`src/rtl/via_pkg.sv`:
```
// ----------------------------------------------------------------------------
// via_pkg: shared types and constants for the interface adapter
// Request codes, register numbers, interrupt bits and the state record.
// ----------------------------------------------------------------------------
`default_nettype none
package via_pkg;

  typedef enum logic [1:0] {
    REQ_TICK  = 2'd0,
    REQ_READ  = 2'd1,
    REQ_WRITE = 2'd2,
    REQ_NONE  = 2'd3
  } req_e;

  localparam logic [3:0] REG_ORB  = 4'h0;
  localparam logic [3:0] REG_ORA  = 4'h1;
  localparam logic [3:0] REG_DDRB = 4'h2;
  localparam logic [3:0] REG_DDRA = 4'h3;
  localparam logic [3:0] REG_T1CL = 4'h4;
  localparam logic [3:0] REG_T1CH = 4'h5;
  localparam logic [3:0] REG_T1LL = 4'h6;
  localparam logic [3:0] REG_T1LH = 4'h7;
  localparam logic [3:0] REG_T2CL = 4'h8;
  localparam logic [3:0] REG_T2CH = 4'h9;
  localparam logic [3:0] REG_SR   = 4'hA;
  localparam logic [3:0] REG_ACR  = 4'hB;
  localparam logic [3:0] REG_PCR  = 4'hC;
  localparam logic [3:0] REG_IFR  = 4'hD;
  localparam logic [3:0] REG_IER  = 4'hE;
  localparam logic [3:0] REG_ORAN = 4'hF;

  localparam logic [6:0] IFR_T1 = 7'h40;
  localparam logic [6:0] IFR_T2 = 7'h20;
  localparam logic [6:0] IFR_SR = 7'h04;

  typedef struct packed {
    logic [7:0]  ora;
    logic [7:0]  orb;
    logic [7:0]  ddra;
    logic [7:0]  ddrb;
    logic [15:0] t1_reload;
    logic [15:0] t1_count;
    logic        t1_run;
    logic        t1_arm;
    logic        t1_pb7;
    logic [7:0]  t2_reload_lo;
    logic [15:0] t2_count;
    logic        t2_run;
    logic        t2_arm;
    logic [7:0]  sr_data;
    logic [3:0]  sr_cnt;
    logic [7:0]  sr_div;
    logic        sr_phase;
    logic [7:0]  acr;
    logic [7:0]  pcr;
    logic [6:0]  ifr;
    logic [6:0]  ier;
    logic        ca2;
    logic        cb2;
    logic        sr_bit;
  } via_state_t;

  // state after reset: PB7 high, shifter idle, CA2 and CB2 high
  localparam via_state_t STATE_RESET = '{
    t1_pb7:   1'b1,
    sr_cnt:   4'd8,
    ca2:      1'b1,
    cb2:      1'b1,
    default:  '0
  };

  typedef struct packed {
    logic [7:0] read_data;
    logic       irq_pending;
    logic       ramp_active;
    logic       blank_level;
    logic       zero_low;
    logic [7:0] port_a_latch;
    logic [7:0] port_b_latch;
  } via_result_t;

endpackage
`default_nettype wire

```
`src/rtl/via_next.sv`:
```
// ----------------------------------------------------------------------------
// via_next: next-state and result logic
// Applies one tick, read or write to the register state.
// ----------------------------------------------------------------------------
`default_nettype none
module via_next
  import via_pkg::*;
(
  input  via_state_t  cur_i,
  input  logic [1:0]  req_type_i,
  input  logic [3:0]  reg_index_i,
  input  logic [7:0]  write_data_i,
  output via_state_t  nxt_o,
  output via_result_t res_o
);

  logic [7:0] rd;
  logic [2:0] mode;
  logic       edge_hit;
  logic       clocked;
  logic       counts;
  logic [15:0] t1_dec;
  logic [15:0] t2_dec;
  via_state_t  s;

  always_comb begin
    s        = cur_i;
    rd       = 8'h00;
    edge_hit = 1'b0;
    mode     = cur_i.acr[4:2];
    clocked  = 1'b0;
    counts   = 1'b0;
    t1_dec   = cur_i.t1_count - 16'd1;
    t2_dec   = cur_i.t2_count - 16'd1;
    case (req_e'(req_type_i))
      REQ_TICK: begin
        if (cur_i.t1_run) begin
          s.t1_count = t1_dec;
          if (t1_dec == 16'hFFFF) begin
            if (cur_i.acr[6]) begin
              s.ifr      = s.ifr | IFR_T1;
              s.t1_pb7   = ~cur_i.t1_pb7;
              s.t1_count = cur_i.t1_reload;
            end else if (cur_i.t1_arm) begin
              s.ifr    = s.ifr | IFR_T1;
              s.t1_pb7 = 1'b1;
              s.t1_arm = 1'b0;
            end
          end
        end
        if (cur_i.t2_run && !cur_i.acr[5]) begin
          s.t2_count = t2_dec;
          if (t2_dec == 16'hFFFF && cur_i.t2_arm) begin
            s.ifr    = s.ifr | IFR_T2;
            s.t2_arm = 1'b0;
          end
        end
        if (cur_i.sr_div != 8'd0) begin
          s.sr_div = cur_i.sr_div - 8'd1;
        end else begin
          s.sr_div   = cur_i.t2_reload_lo;
          edge_hit   = cur_i.sr_phase;
          s.sr_phase = ~cur_i.sr_phase;
        end
        clocked = (mode == 3'd2 || mode == 3'd6) ||
                  ((mode == 3'd1 || mode == 3'd5 || mode == 3'd4) && edge_hit);
        counts  = (mode == 3'd1 || mode == 3'd2 || mode == 3'd5 || mode == 3'd6);
        if (!cur_i.sr_cnt[3] && clocked) begin
          if (!mode[2]) begin
            s.sr_data = {cur_i.sr_data[6:0], 1'b0};
          end else begin
            s.sr_bit  = cur_i.sr_data[7];
            s.sr_data = {cur_i.sr_data[6:0], cur_i.sr_data[7]};
          end
          if (counts) begin
            s.sr_cnt = cur_i.sr_cnt + 4'd1;
            if (cur_i.sr_cnt == 4'd7) s.ifr = s.ifr | IFR_SR;
          end
        end
        if ((cur_i.pcr & 8'h0E) == 8'h0A) s.ca2 = 1'b1;
        if ((cur_i.pcr & 8'hE0) == 8'hA0) s.cb2 = 1'b1;
      end
      REQ_READ: begin
        case (reg_index_i)
          REG_ORB: begin
            if (cur_i.acr[7]) rd = (cur_i.orb & 8'h5F) | {cur_i.t1_pb7, 7'd0};
            else              rd = cur_i.orb & 8'hDF;
          end
          REG_DDRB: rd = cur_i.ddrb;
          REG_DDRA: rd = cur_i.ddra;
          REG_T1CL: begin
            s.ifr    = cur_i.ifr & ~IFR_T1;
            s.t1_run = 1'b0;
            s.t1_arm = 1'b0;
            s.t1_pb7 = 1'b1;
            rd       = cur_i.t1_count[7:0];
          end
          REG_T1CH: rd = cur_i.t1_count[15:8];
          REG_T1LL: rd = cur_i.t1_reload[7:0];
          REG_T1LH: rd = cur_i.t1_reload[15:8];
          REG_T2CL: begin
            s.ifr    = cur_i.ifr & ~IFR_T2;
            s.t2_run = 1'b0;
            s.t2_arm = 1'b0;
            rd       = cur_i.t2_count[7:0];
          end
          REG_T2CH: rd = cur_i.t2_count[15:8];
          REG_SR: begin
            s.ifr      = cur_i.ifr & ~IFR_SR;
            s.sr_cnt   = 4'd0;
            s.sr_phase = 1'b1;
            rd         = cur_i.sr_data;
          end
          REG_ACR: rd = cur_i.acr;
          REG_PCR: rd = cur_i.pcr;
          REG_IFR: rd = {|(cur_i.ifr & cur_i.ier), cur_i.ifr};
          REG_IER: rd = {1'b1, cur_i.ier};
          default: rd = (cur_i.ora & cur_i.ddra) | ~cur_i.ddra;
        endcase
      end
      REQ_WRITE: begin
        case (reg_index_i)
          REG_ORB:  s.orb  = write_data_i;
          REG_ORA,
          REG_ORAN: s.ora  = write_data_i;
          REG_DDRB: s.ddrb = write_data_i;
          REG_DDRA: s.ddra = write_data_i;
          REG_T1CL,
          REG_T1LL: s.t1_reload[7:0] = write_data_i;
          REG_T1CH: begin
            s.t1_reload = {write_data_i, cur_i.t1_reload[7:0]};
            s.t1_count  = {write_data_i, cur_i.t1_reload[7:0]};
            s.ifr       = cur_i.ifr & ~IFR_T1;
            s.t1_run    = 1'b1;
            s.t1_arm    = 1'b1;
            s.t1_pb7    = 1'b0;
          end
          REG_T1LH: s.t1_reload[15:8] = write_data_i;
          REG_T2CL: s.t2_reload_lo = write_data_i;
          REG_T2CH: begin
            s.t2_count = {write_data_i, cur_i.t2_reload_lo};
            s.ifr      = cur_i.ifr & ~IFR_T2;
            s.t2_run   = 1'b1;
            s.t2_arm   = 1'b1;
          end
          REG_SR: begin
            s.sr_data  = write_data_i;
            s.ifr      = cur_i.ifr & ~IFR_SR;
            s.sr_cnt   = 4'd0;
            s.sr_phase = 1'b1;
          end
          REG_ACR: s.acr = write_data_i;
          REG_PCR: begin
            s.pcr = write_data_i;
            s.ca2 = (write_data_i & 8'h0E) != 8'h0C;
            s.cb2 = (write_data_i & 8'hE0) != 8'hC0;
          end
          REG_IFR: s.ifr = cur_i.ifr & ~write_data_i[6:0];
          default: begin
            if (write_data_i[7]) s.ier = cur_i.ier | write_data_i[6:0];
            else                 s.ier = cur_i.ier & ~write_data_i[6:0];
          end
        endcase
      end
      default: ;
    endcase
  end

  assign nxt_o = s;

  always_comb begin
    res_o.read_data    = rd;
    res_o.irq_pending  = |(s.ifr & s.ier);
    res_o.ramp_active  = s.acr[7] ? ~s.t1_pb7 : ~s.orb[7];
    res_o.blank_level  = s.acr[4] ? s.sr_bit : s.cb2;
    res_o.zero_low     = ~s.ca2;
    res_o.port_a_latch = s.ora;
    res_o.port_b_latch = s.orb;
  end

endmodule
`default_nettype wire

```
`src/rtl/versatile_interface_adapter_core.sv`:
```
// ----------------------------------------------------------------------------
// versatile_interface_adapter_core: 6522-style interface adapter
// Port latches, two timers, shift register, control and interrupt registers.
// ----------------------------------------------------------------------------
// Channel  Direction  Payload
// in       to block   req_type, reg_index, write_data
// out      from block read_data, irq_pending, ramp_active, blank_level,
//                     zero_low, port_a_latch, port_b_latch
//
// One item per cycle while the output does not stall: the state update and
// result are one combinational pass from the register state into the result
// register. A new transfer is taken whenever the result register is empty or
// is being taken in the same cycle; a stall on the output holds the input.
// Reset loads the documented state; no clearing pass is needed.
`default_nettype none
module versatile_interface_adapter_core
  import via_pkg::*;
(
  input  logic       clk_i,
  input  logic       rst_ni,
  input  logic       in_valid_i,
  output logic       in_ready_o,
  input  logic [1:0] req_type_i,
  input  logic [3:0] reg_index_i,
  input  logic [7:0] write_data_i,
  output logic       out_valid_o,
  input  logic       out_ready_i,
  output logic [7:0] read_data_o,
  output logic       irq_pending_o,
  output logic       ramp_active_o,
  output logic       blank_level_o,
  output logic       zero_low_o,
  output logic [7:0] port_a_latch_o,
  output logic [7:0] port_b_latch_o
);

  via_state_t  state_q, state_d;
  via_result_t res_q, res_d;
  logic        vld_q;
  logic        take;

  // accept when the result slot is free or draining this cycle
  assign in_ready_o = ~vld_q | out_ready_i;
  assign take       = in_valid_i & in_ready_o;

  via_next u_next (
    .cur_i       (state_q),
    .req_type_i  (req_type_i),
    .reg_index_i (reg_index_i),
    .write_data_i(write_data_i),
    .nxt_o       (state_d),
    .res_o       (res_d)
  );

  always_ff @(posedge clk_i or negedge rst_ni) begin
    if (!rst_ni) begin
      state_q <= STATE_RESET;
      vld_q   <= 1'b0;
    end else begin
      if (take) begin
        state_q <= state_d;
      end
      // advance the result flag on a new transfer, drop it once taken
      if (take) begin
        vld_q <= 1'b1;
      end else if (out_ready_i) begin
        vld_q <= 1'b0;
      end
    end
  end

  always_ff @(posedge clk_i) begin
    if (take) begin
      res_q <= res_d;
    end
  end

  assign out_valid_o    = vld_q;
  assign read_data_o    = res_q.read_data;
  assign irq_pending_o  = res_q.irq_pending;
  assign ramp_active_o  = res_q.ramp_active;
  assign blank_level_o  = res_q.blank_level;
  assign zero_low_o     = res_q.zero_low;
  assign port_a_latch_o = res_q.port_a_latch;
  assign port_b_latch_o = res_q.port_b_latch;

endmodule
`default_nettype wire

```
`config.mk`:
```
export PLATFORM = sky130hd
export DESIGN_NAME = versatile_interface_adapter_core
export DESIGN_NICKNAME = d
export VERILOG_FILES = /design/src/rtl/via_pkg.sv /design/src/rtl/via_next.sv /design/src/rtl/versatile_interface_adapter_core.sv
export SDC_FILE = /design/constraint.sdc
export NUM_CORES = 1
export LEC_CHECK = 0
export CORE_ASPECT_RATIO = 2
export CORE_MARGIN = 2
export CORE_UTILIZATION = 50
export CTS_CLUSTER_DIAMETER = 80
export DETAILED_ROUTE_END_ITERATION = 6
export DONT_BUFFER_PORTS = 1
export SKIP_CTS_REPAIR_TIMING = 1
export SYNTH_ARGS = -nofsm -noshare
export SYNTH_HDL_FRONTEND = slang
export SYNTH_SLANG_ARGS = --single-unit
```
`constraint.sdc`:
```
create_clock -name clk_i -period 3.6 [get_ports clk_i]
set_input_delay 0.18 -clock clk_i [delete_from_list [all_inputs] [get_ports clk_i]]
set_output_delay 0.18 -clock clk_i [all_outputs]
set_load 0.05 [all_outputs]
```
======== After elaboration in Yosys (flattened, before gate mapping) ========
Cells that the tools add are included.
word-level totals
  flip-flop bits (word level) ............. 176
  input port bits ......................... 18
  output and inout port bits .............. 30
  word-level logic and storage cells ...... 217
operators by class
  add/subtract/negate cells ............... 4
  eq/ne operators ......................... 44
  multiplexer cells ....................... 72
  bitwise gates (word level) .............. 18
  reductions and logical operators ........ 45
operators by type and width
  cell                   count
  $pmux 8 s14            1
  $mux 16                5
  $mux 8                 10
  $pmux 16 s2            2
  $mux 7                 7
  $mux 48                1
  $pmux 7 s3             2
  $eq 16x16->1 const B   2
  $eq 4x4->1 const B     8
  $sub 16x1->16 const B  2
  $and 7x7->7            4
  $pmux 7 s4             1
  $mux 12                2
  $reduce_and 4->1       6
  $reduce_and 3->1       7
  $eq 4x3->1 const B     5
  $mux 1                 19
  $mux 19                1
  $mux 18                1
  $ne 2x1->1 const B     9
  $pmux 8 s2             1
  $eq 3x3->1 const B     5
  $reduce_or 15->1       1
  $reduce_or 7->1        2
  40 further kinds       79

======== Logic depth before layout (Yosys ltp) ========
Gate-level depths: netlist (run 1).
  depth in word-level cells ............... 12
  mapped depth ............................ 11
  depth with buffers taken out ............ 9

======== Modules after synthesis ========
A second synthesis (run 1) with hierarchy kept.
second synthesis, totals
  cell total of the unflattened synthesis .. 1249
  area, all modules ....................... 12489.5 µm²
by module, submodules not included
  module                            instances  cells an instance  area an instance (µm²)  sequential area each (µm²)
  versatile_interface_adapter_core  1          343                6955.4                  4549.4
  via_next                          1          906                5534.1                  0.0

======== Worst setup path before layout (run 1) ========
OpenSTA, ideal clock, no wires.
  path type ............................... reg2reg
  from .................................... register vld_q, in the netlist out_valid_o
  to ...................................... register res_q (netlist bit blank_level_o) (enable)
  library setup time ...................... 403 ps
  arrival ................................. 2589 ps
  data required time ...................... 3197 ps
  path slack .............................. 608 ps
  cell stages (with the launch flop) ...... 6
  buffers on the path ..................... 2
  period minus slack after synthesis ...... 2992 ps
  path through ............................ dfrtp_1 > nand2b_1 > nand2_1 > clkinv_1 > clkbuf_1 > buf_1
on the way
  word-level cells in the longest chain between the ends .. 3
ends and longest elaborated chain
  what                    RTL line                                text
  from (decl)             versatile_interface_adapter_core.sv:39  logic vld_q;
  from (signal assigned)  versatile_interface_adapter_core.sv:58  vld_q <= 1'b0;
  from (signal assigned)  versatile_interface_adapter_core.sv:65  vld_q <= 1'b1;
  from (signal assigned)  versatile_interface_adapter_core.sv:67  vld_q <= 1'b0;
  $not 1->1               versatile_interface_adapter_core.sv:43  assign in_ready_o = ~vld_q | out_ready_i;
  $or 1x1->1              versatile_interface_adapter_core.sv:43
  named net in_ready_o    versatile_interface_adapter_core.sv:22  output logic in_ready_o,
  $and 1x1->1             versatile_interface_adapter_core.sv:44  assign take = in_valid_i & in_ready_o;
  named net take          versatile_interface_adapter_core.sv:40  logic take;
  to (signal assigned)    versatile_interface_adapter_core.sv:74  res_q <= res_d;
  to (decl)               versatile_interface_adapter_core.sv:38  via_result_t res_q, res_d;
The timed path passes the listed nets, and every way through them passes these cells.
A chain may end at the register's enable or synchronous reset.

======== Worst setup path after layout (run 1) ========
  from .................................... register state_q[88] (netlist bit)
  to ...................................... register state_q[86] (netlist bit)
on the way
  word-level cells in the longest chain between the ends .. 5
ends and longest elaborated chain
  what                    RTL line                                text
  from (decl)             versatile_interface_adapter_core.sv:37  via_state_t state_q, state_d;
  from (signal assigned)  versatile_interface_adapter_core.sv:61  state_q <= state_d;
  $sub 16x1->16           via_next.sv:33                          t1_dec = cur_i.t1_count - 16'd1;
  $eq 16x16->1            via_next.sv:39                          if (t1_dec == 16'hFFFF) begin
  $mux 16                 via_next.sv:39
  $mux 16                 via_next.sv:37                          if (cur_i.t1_run) begin
  $pmux 16 s2             via_next.sv:35                          case (req_e'(req_type_i))
No other way between the ends. The select of a mux whose other input is x is not followed.

==> impl_results.md, run 1 <==
- Start of the worst register-to-register path: state_q[88]
- Netlist area before placement: 10200 µm²
- Clock buffer count from CTS: 17
- Clock power frac: 0.310
- Bufs and invs on worst path: 1
- Power density of the placed cells: 540 nW/µm²
- Final global-route overflow total: 0
- Maximum number of pins on one net before global-route repair: 149
- TritonCTS clock tree: yes
- Average vias per placed instance: approximately 6.7
- Final WL: around 36000 µm
- Layout fillers: between 1500 and 2000
- RSZ-0062 raised after global routing: no
- Total net switching power: 2.07 mW
- Critical path's most frequent cell: a21oi_1
- CP Max Fanout: 12
- Number of placement rows: 73
- Area of the core region: 19900 µm²
- Post-synthesis sequential element count: 176
- Port Buffer Count: 0
- Share of post-route cells with drive strength above 1: 0.154
- Effective utilization at floorplan: 0.512
- Path type of the worst setup path: register to register
- Required time worst endpoint: 3.97 ns
- Top Ports: 48
- Tcrit/Tclk final: 0.909
- Seq pwr share: 0.493
- Clock skew: 0.0148 ns
- Antenna cells: 0
- Number of nets in the finished design: 1086
- Sinks on the clock net: roughly 180
- Internal portion of total power: 3.92 mW
- Synth-to-Final Area Change: 8.89%
- Global-route wire length before repair: roughly 53000 µm
- Distinct cells, synth: 81
- Post-synthesis average cell area: ~9.4 µm²
- Worst EP arrival: about 3.6 ns
- Share of synthesized registers carrying an async set or reset: 0.841
- Total negative slack: 0 ns
- Area enclosed by the die boundary: 21600 µm²
- Sort of element at the start of the critical path: register
- Achievable clock frequency: 306 MHz
- Result of the run: finished with violations
- Worst min path class: primary input to register
- Switching portion of total power: 0.345
- Type of destination of the critical path: register
- Worst relative slew slack: 0.271
- Number of max-slew violations in the final report: 0
- Number of global-route vias before repair: 8401
- Number of levels in the clock H-tree: 4
- Worst Hold Launch: write_data_i[7]
- Final period demand of the worst path: 3.27 ns
- Vias after detailed routing: about 8900
- Final setup violation count: 0
- Violated checks: hold timing
- Root Buffer Master: clkbuf_16
- Main synth FF type: dfrtp_1
- Height of the die: 206 µm
- Leakage power: 4.57 nW
- Number of enable flip-flop cells after synthesis: 28
- HPWL after DPL: approximately 25000 µm
- Number of antenna violations at the first check in global routing: 0
- Number of instances in the synthesized netlist: between 1000 and 1500
- Clk Latency, worst-skew pair: approximately 0.45 ns
- Delay of the slowest cell on the worst path: 0.94 ns
- Total of warnings raised by yosys: 0
- Horizontal extent of the die: 105 µm
- Hold WS: -0.0378 ns
- Number of hold violations in the final report: 1
- Critical path's slowest cell: o32ai_2
- Detailed-router iteration count before antenna repair: 6
- Peak supply drop: 0.000446 V
- Detailed router's first-iteration violation count: 930
- DRC violation count after routing: 0
- Post-Syn Nets: about 1100
- Portion of the post-synthesis area used by sequential elements: 0.446
- Combinational fraction of design power: 0.197
- Final estimated routing congestion in global placement: around 0.93
- Global-route usage over all layers: 0.330
- Cell-by-cell listing of the critical path: or4_4, nor2_1, a21oi_1, o32ai_2, nor3_2, buf_4, or3_1, a21oi_1
- Critical Path Source: state_q[88]
- Longest Clk Path Bufs: 2
- Routed wirelength normalized by instance count: roughly 27 µm
- Count of nets left with antenna violations after detail routing: 0
- Tightest Pin Transition: between 1 and 1.5 ns
- Max cap viols: 0
- CP top delay family: simple AND/OR/NAND/NOR gates
- Clock edge transition at the registers on the reported setup and hold paths: 0.07 ns
-- layer usage --
metal	vias to the layer above	global-route usage	routed length, µm
met5	-	0	0
met3	158	0.0577	2170
li1	3948	-	-
met4	0	0.231	3360
met1	4391	0.358	12500
met2	431	0.578	18200
-- power by group through the flow --
stage / Clock [mW] / Combinational, mW / Sequential (mW)
CTS: 1.87 / 1.09 / 2.94
global placement: 0 / 1.07 / 2.97
floorplan: 0 / 0.965 / 2.75
finish: 1.86 / 1.18 / 2.95
detailed placement: 0 / 1.09 / 2.98
global route: 1.95 / 1.31 / 3.00
-- state kept, by name (all words and copies together) (netlist names) --
register,cells
port_a_latch_o,8
read_data_o,8
ramp_active_o,1
zero_low_o,1
state_q,147
port_b_latch_o,8
irq_pending_o,1
blank_level_o,1
out_valid_o,1
-- cells in the mapped netlist (all sizes together), types with 7 or more instances --
library cell / number / area, µm²
a21boi: 7 / 52.6
a21oi: 59 / 295
a221o: 9 / 90.1
a22oi: 23 / 173
a31oi: 18 / 113
and3: 7 / 43.8
buf: 16 / 90.1
clkbuf: 62 / 234
dfrtp: 144 / 3600
edfxtp: 28 / 841
ha: 8 / 100
inv: 26 / 97.6
mux2: 88 / 995
mux2i: 18 / 180
nand2: 131 / 492
nand2b: 19 / 119
nand3: 45 / 225
nand4: 12 / 75.1
nor2: 74 / 278
nor2b: 17 / 106
nor3: 35 / 191
nor4: 16 / 121
o211ai: 8 / 60.1
o21ai: 57 / 285
o221ai: 7 / 61.3
o22ai: 12 / 75.1
or3: 13 / 81.3
xnor2: 11 / 96.3
-- stage by stage --
stage,setup WS (ns),utilization,power (mW),area [µm²],std cells
after floorplan,0.608,-,3.71,10200,1083
after global placement,0.423,0.522,4.05,10400,1291
after detailed placement,0.330,0.522,4.07,10400,1291
after CTS,0.310,0.550,5.90,11000,1323
after global routing,0.159,0.557,6.25,11100,1335
final,0.328,0.557,5.99,11100,1335
-- path summary, 6_finish.rpt --
check | to | slack [ns] | cells past startpoint
min in group asynchronous | state_q[95] | 0.29 | 2
worst min register to register | state_q[1] | 0.49 | 2
worst max register to register | state_q[86] | 0.33 | 8
max in group asynchronous | state_q[86] | 2.52 | 2
worst max-delay path | state_q[86] | 0.33 | 8
worst min-delay path | state_q[53] | -0.04 | 2
-- worst register-to-register path: stages, from the launching register on --
cell and delay [ns]:
dfrtp_1 0.47, or4_4 0.61, nor2_1 0.26, a21oi_1 0.12, o32ai_2 0.94, nor3_2 0.09, buf_4 0.22, or3_1 0.36
a21oi_1 0.13
-- kinds of logic after synthesis --
group,synth area share
adders and majority gates,0.00982
AOI/OAI and AO/OA,0.176
buffers and inverters,0.0425
DFF,0.446
and+or+nand+nor,0.198
xor gates and xnor gates,0.0120
muxes,0.115
-- cell type report --
type / instances / area (µm²) / share of cell area
clock buffer: 19 / 433 / 0.0390
clock inverter: 13 / 136 / 0.0123
inverter: 29 / 109 / 0.00981
multi-input combinational: 800 / 5220 / 0.471
sequential: 176 / 4550 / 0.410
tap: 262 / 328 / 0.0295
timing repair buffer: 36 / 318 / 0.0286
-- layout by cell type, fill, tap and decap left out, types with 24 or more instances in the layout --
master	count
a21oi_1	59
nor2_1	74
buf_4	24
nor3_1	32
inv_1	26
nand3_1	45
nand2_1	131
dfrtp_1	144
o21ai_0	56
edfxtp_1	28
mux2_2	87
(Power assumes the default switching activity.)
==> run 2, diff against run 1 <==
--- a/config.mk
+++ b/config.mk
@@ -7,7 +7,7 @@
 export LEC_CHECK = 0
 export CORE_ASPECT_RATIO = 2
 export CORE_MARGIN = 2
-export CORE_UTILIZATION = 50
+export CORE_UTILIZATION = 40
 export CTS_CLUSTER_DIAMETER = 80
 export DETAILED_ROUTE_END_ITERATION = 6
 export DONT_BUFFER_PORTS = 1
==> run 2 against run 1 <==
  * The flow still finishes with violations (hold timing)
  * Wire length grew 3.3%
  * Largest power group unchanged
  * Power shrank 0.13%
  * Non-clock buffer count grew 5
  * Largest cell class unchanged
  * Setup slack gained 0.057 ns
==> impl_results.md, run 2 (synthesis gave the netlist of run 1 again) <==
- Result of the run: finished with violations
- Violated checks: hold timing
- Top Ports: 48
- Type of destination of the critical path: register
- Required time worst endpoint: 3.94 ns
- Total negative slack: 0 ns
- Detailed-router iteration count before antenna repair: 7
- Internal portion of total power: 3.87 mW
- RSZ-0062 raised after global routing: no
- Sort of element at the start of the critical path: register
- Routed wire length on met3: 2220 µm
- Vias after detailed routing: roughly 9000
- Clk Latency, worst-skew pair: 0.45 ns
- HPWL after DPL: 25400 µm
- Achievable clock frequency: between 300 and 400 MHz
- Height of the die: 230 µm
- Synth-to-Final Area Change: 10.2%
- Detailed-routing wirelength on met1: 12700 µm
- Count of nets left with antenna violations after detail routing: 0
- Most common cell after layout, fill and taps aside: dfrtp_1
- TritonCTS clock tree: yes
- Number of global-route vias before repair: about 8600
- Biggest register: state_q
- Top Layer Used: met4
- Routed wl met2: 18900 µm
- Final setup violation count: 0
- Tightest Pin Transition: 1.16 ns
- Sinks on the clock net: between 150 and 200
- Root Buffer Master: clkbuf_16
- Area enclosed by the die boundary: 26800 µm²
- Leakage power: ~4.6 nW
- Hold WS: -0.0145 ns
- Final global-route overflow total: 0
- Routed wirelength normalized by instance count: 26.5 µm
- Share of post-route cells with drive strength above 1: 0.160
- Post-layout utilization of the core: 0.448
- Layout fillers: 2469
- Number of nets in the finished design: about 1100
- Switching portion of total power: 0.353
- Number of placement rows: 82
- Effective utilization at floorplan: 0.407
- Clock power frac: 0.304
- Combinational fraction of design power: 0.201
- Number of levels in the clock H-tree: 4
- Power density of the placed cells: 533 nW/µm²
- Leading cell types in the layout, fill and taps excluded: dfrtp_1 (144), nand2_1 (131), mux2_2 (87), nor2_1 (74), a21oi_1 (59)
- Seq pwr share: 0.495
- Final estimated routing congestion in global placement: just under 1
- CP Max Fanout: 6
- Area of the core region: 25000 µm²
- Number of antenna violations at the first check in global routing: 0
- Final WL: 37500 µm
- Antenna cells: 0
- Peak supply drop: 0.000342 V
- Average vias per placed instance: approximately 6.3
- Maximum number of pins on one net before global-route repair: 149
- Flip-flop count of the largest register, all copies and words added: 147
- Path type of the worst setup path: register to register
- Worst EP arrival: 3.55 ns
- Total net switching power: 2.11 mW
- Longest Clk Path Bufs: 2
- Worst min path class: primary input to register
- Global-route wire length before repair: 54000 µm
- Number of hold violations in the final report: 1
- Critical path's slowest cell: or4b_2
- Detailed router's first-iteration violation count: between 800 and 900
- DRC violation count after routing: 0
- Number of max-slew violations in the final report: 0
- Max cap viols: 0
- Worst relative slew slack: 0.222
- Cell-by-cell listing of the critical path: inv_1, ha_1, or4b_2, or4_1, xor2_1, nor4_1, nand4b_1, a21oi_1, mux2_2
- Tcrit/Tclk final: 0.893
- Clock edge transition at the registers on the reported setup and hold paths: around 0.070 ns
- Horizontal extent of the die: 117 µm
- Overall Power: around 6 mW
- Global-route usage over all layers: 0.275
- Clock buffer count from CTS: 17
- Delay of the slowest cell on the worst path: approximately 0.64 ns
- Clock skew: approximately 0.0098 ns
- Port Buffer Count: 0
- Final period demand of the worst path: 3.21 ns
## run 2: final cells by class
type | instances | area (µm²) | area share
multi-input cells | 800 | 5220 | 0.465
repair buffers | 41 | 368 | 0.0328
clock inverters | 15 | 133 | 0.0118
flip-flops and latches | 176 | 4550 | 0.405
clock buffers | 17 | 425 | 0.0379
well taps | 336 | 420 | 0.0374
inverters | 29 | 109 | 0.00970
## run 2: worst max-delay path: cells and delay by family, from the launching register on
kind            cells  cell delay (ns)
flops               1             0.44
xor+xnor            1             0.17
mux                 1             0.34
fa+ha+maj           1             0.19
simple gates        4             1.63
compound gates      1             0.23
buf+inv             1             0.10
## run 2: layer usage
metal,vias to the layer above,global-route usage
met5,-,0
met4,0,0.226
met3,164,0.0543
met2,405,0.455
met1,4386,0.296
li1,3975,-
## run 2: final timing paths
path | startpoint | endpoint | slack, ns | cells past startpoint
max | state_q[56] | state_q[54] | 0.39 | 9
min | write_data_i[7] | state_q[98] | -0.01 | 3
max reg2reg | state_q[56] | state_q[54] | 0.39 | 9
min reg2reg | state_q[1] | state_q[1] | 0.48 | 2
max in group asynchronous | rst_ni | state_q[137] | 2.57 | 2
min in group asynchronous | rst_ni | state_q[43] | 0.35 | 2
## run 2: power groups by stage
stage               Sequential [mW]  Combinational (mW)  Clock (mW)
finish                         2.96                1.20        1.82
global route                   2.99                1.34        1.94
CTS                            2.94                1.12        1.86
detailed placement             2.98                1.11           0
global placement               2.97                1.09           0
floorplan                      2.75               0.965           0
## run 2: per-stage QoR
step	instance area [µm²]	cells	setup WS (ns)	hold slack, ns
floorplan	10200	1083	0.608	-0.116
global placement	10500	1370	0.409	-0.108
detailed placement	10500	1370	0.379	-0.109
CTS	11100	1402	0.364	-0.590
global route	11200	1414	0.212	0.00680
finish	11200	1414	0.386	-0.0145
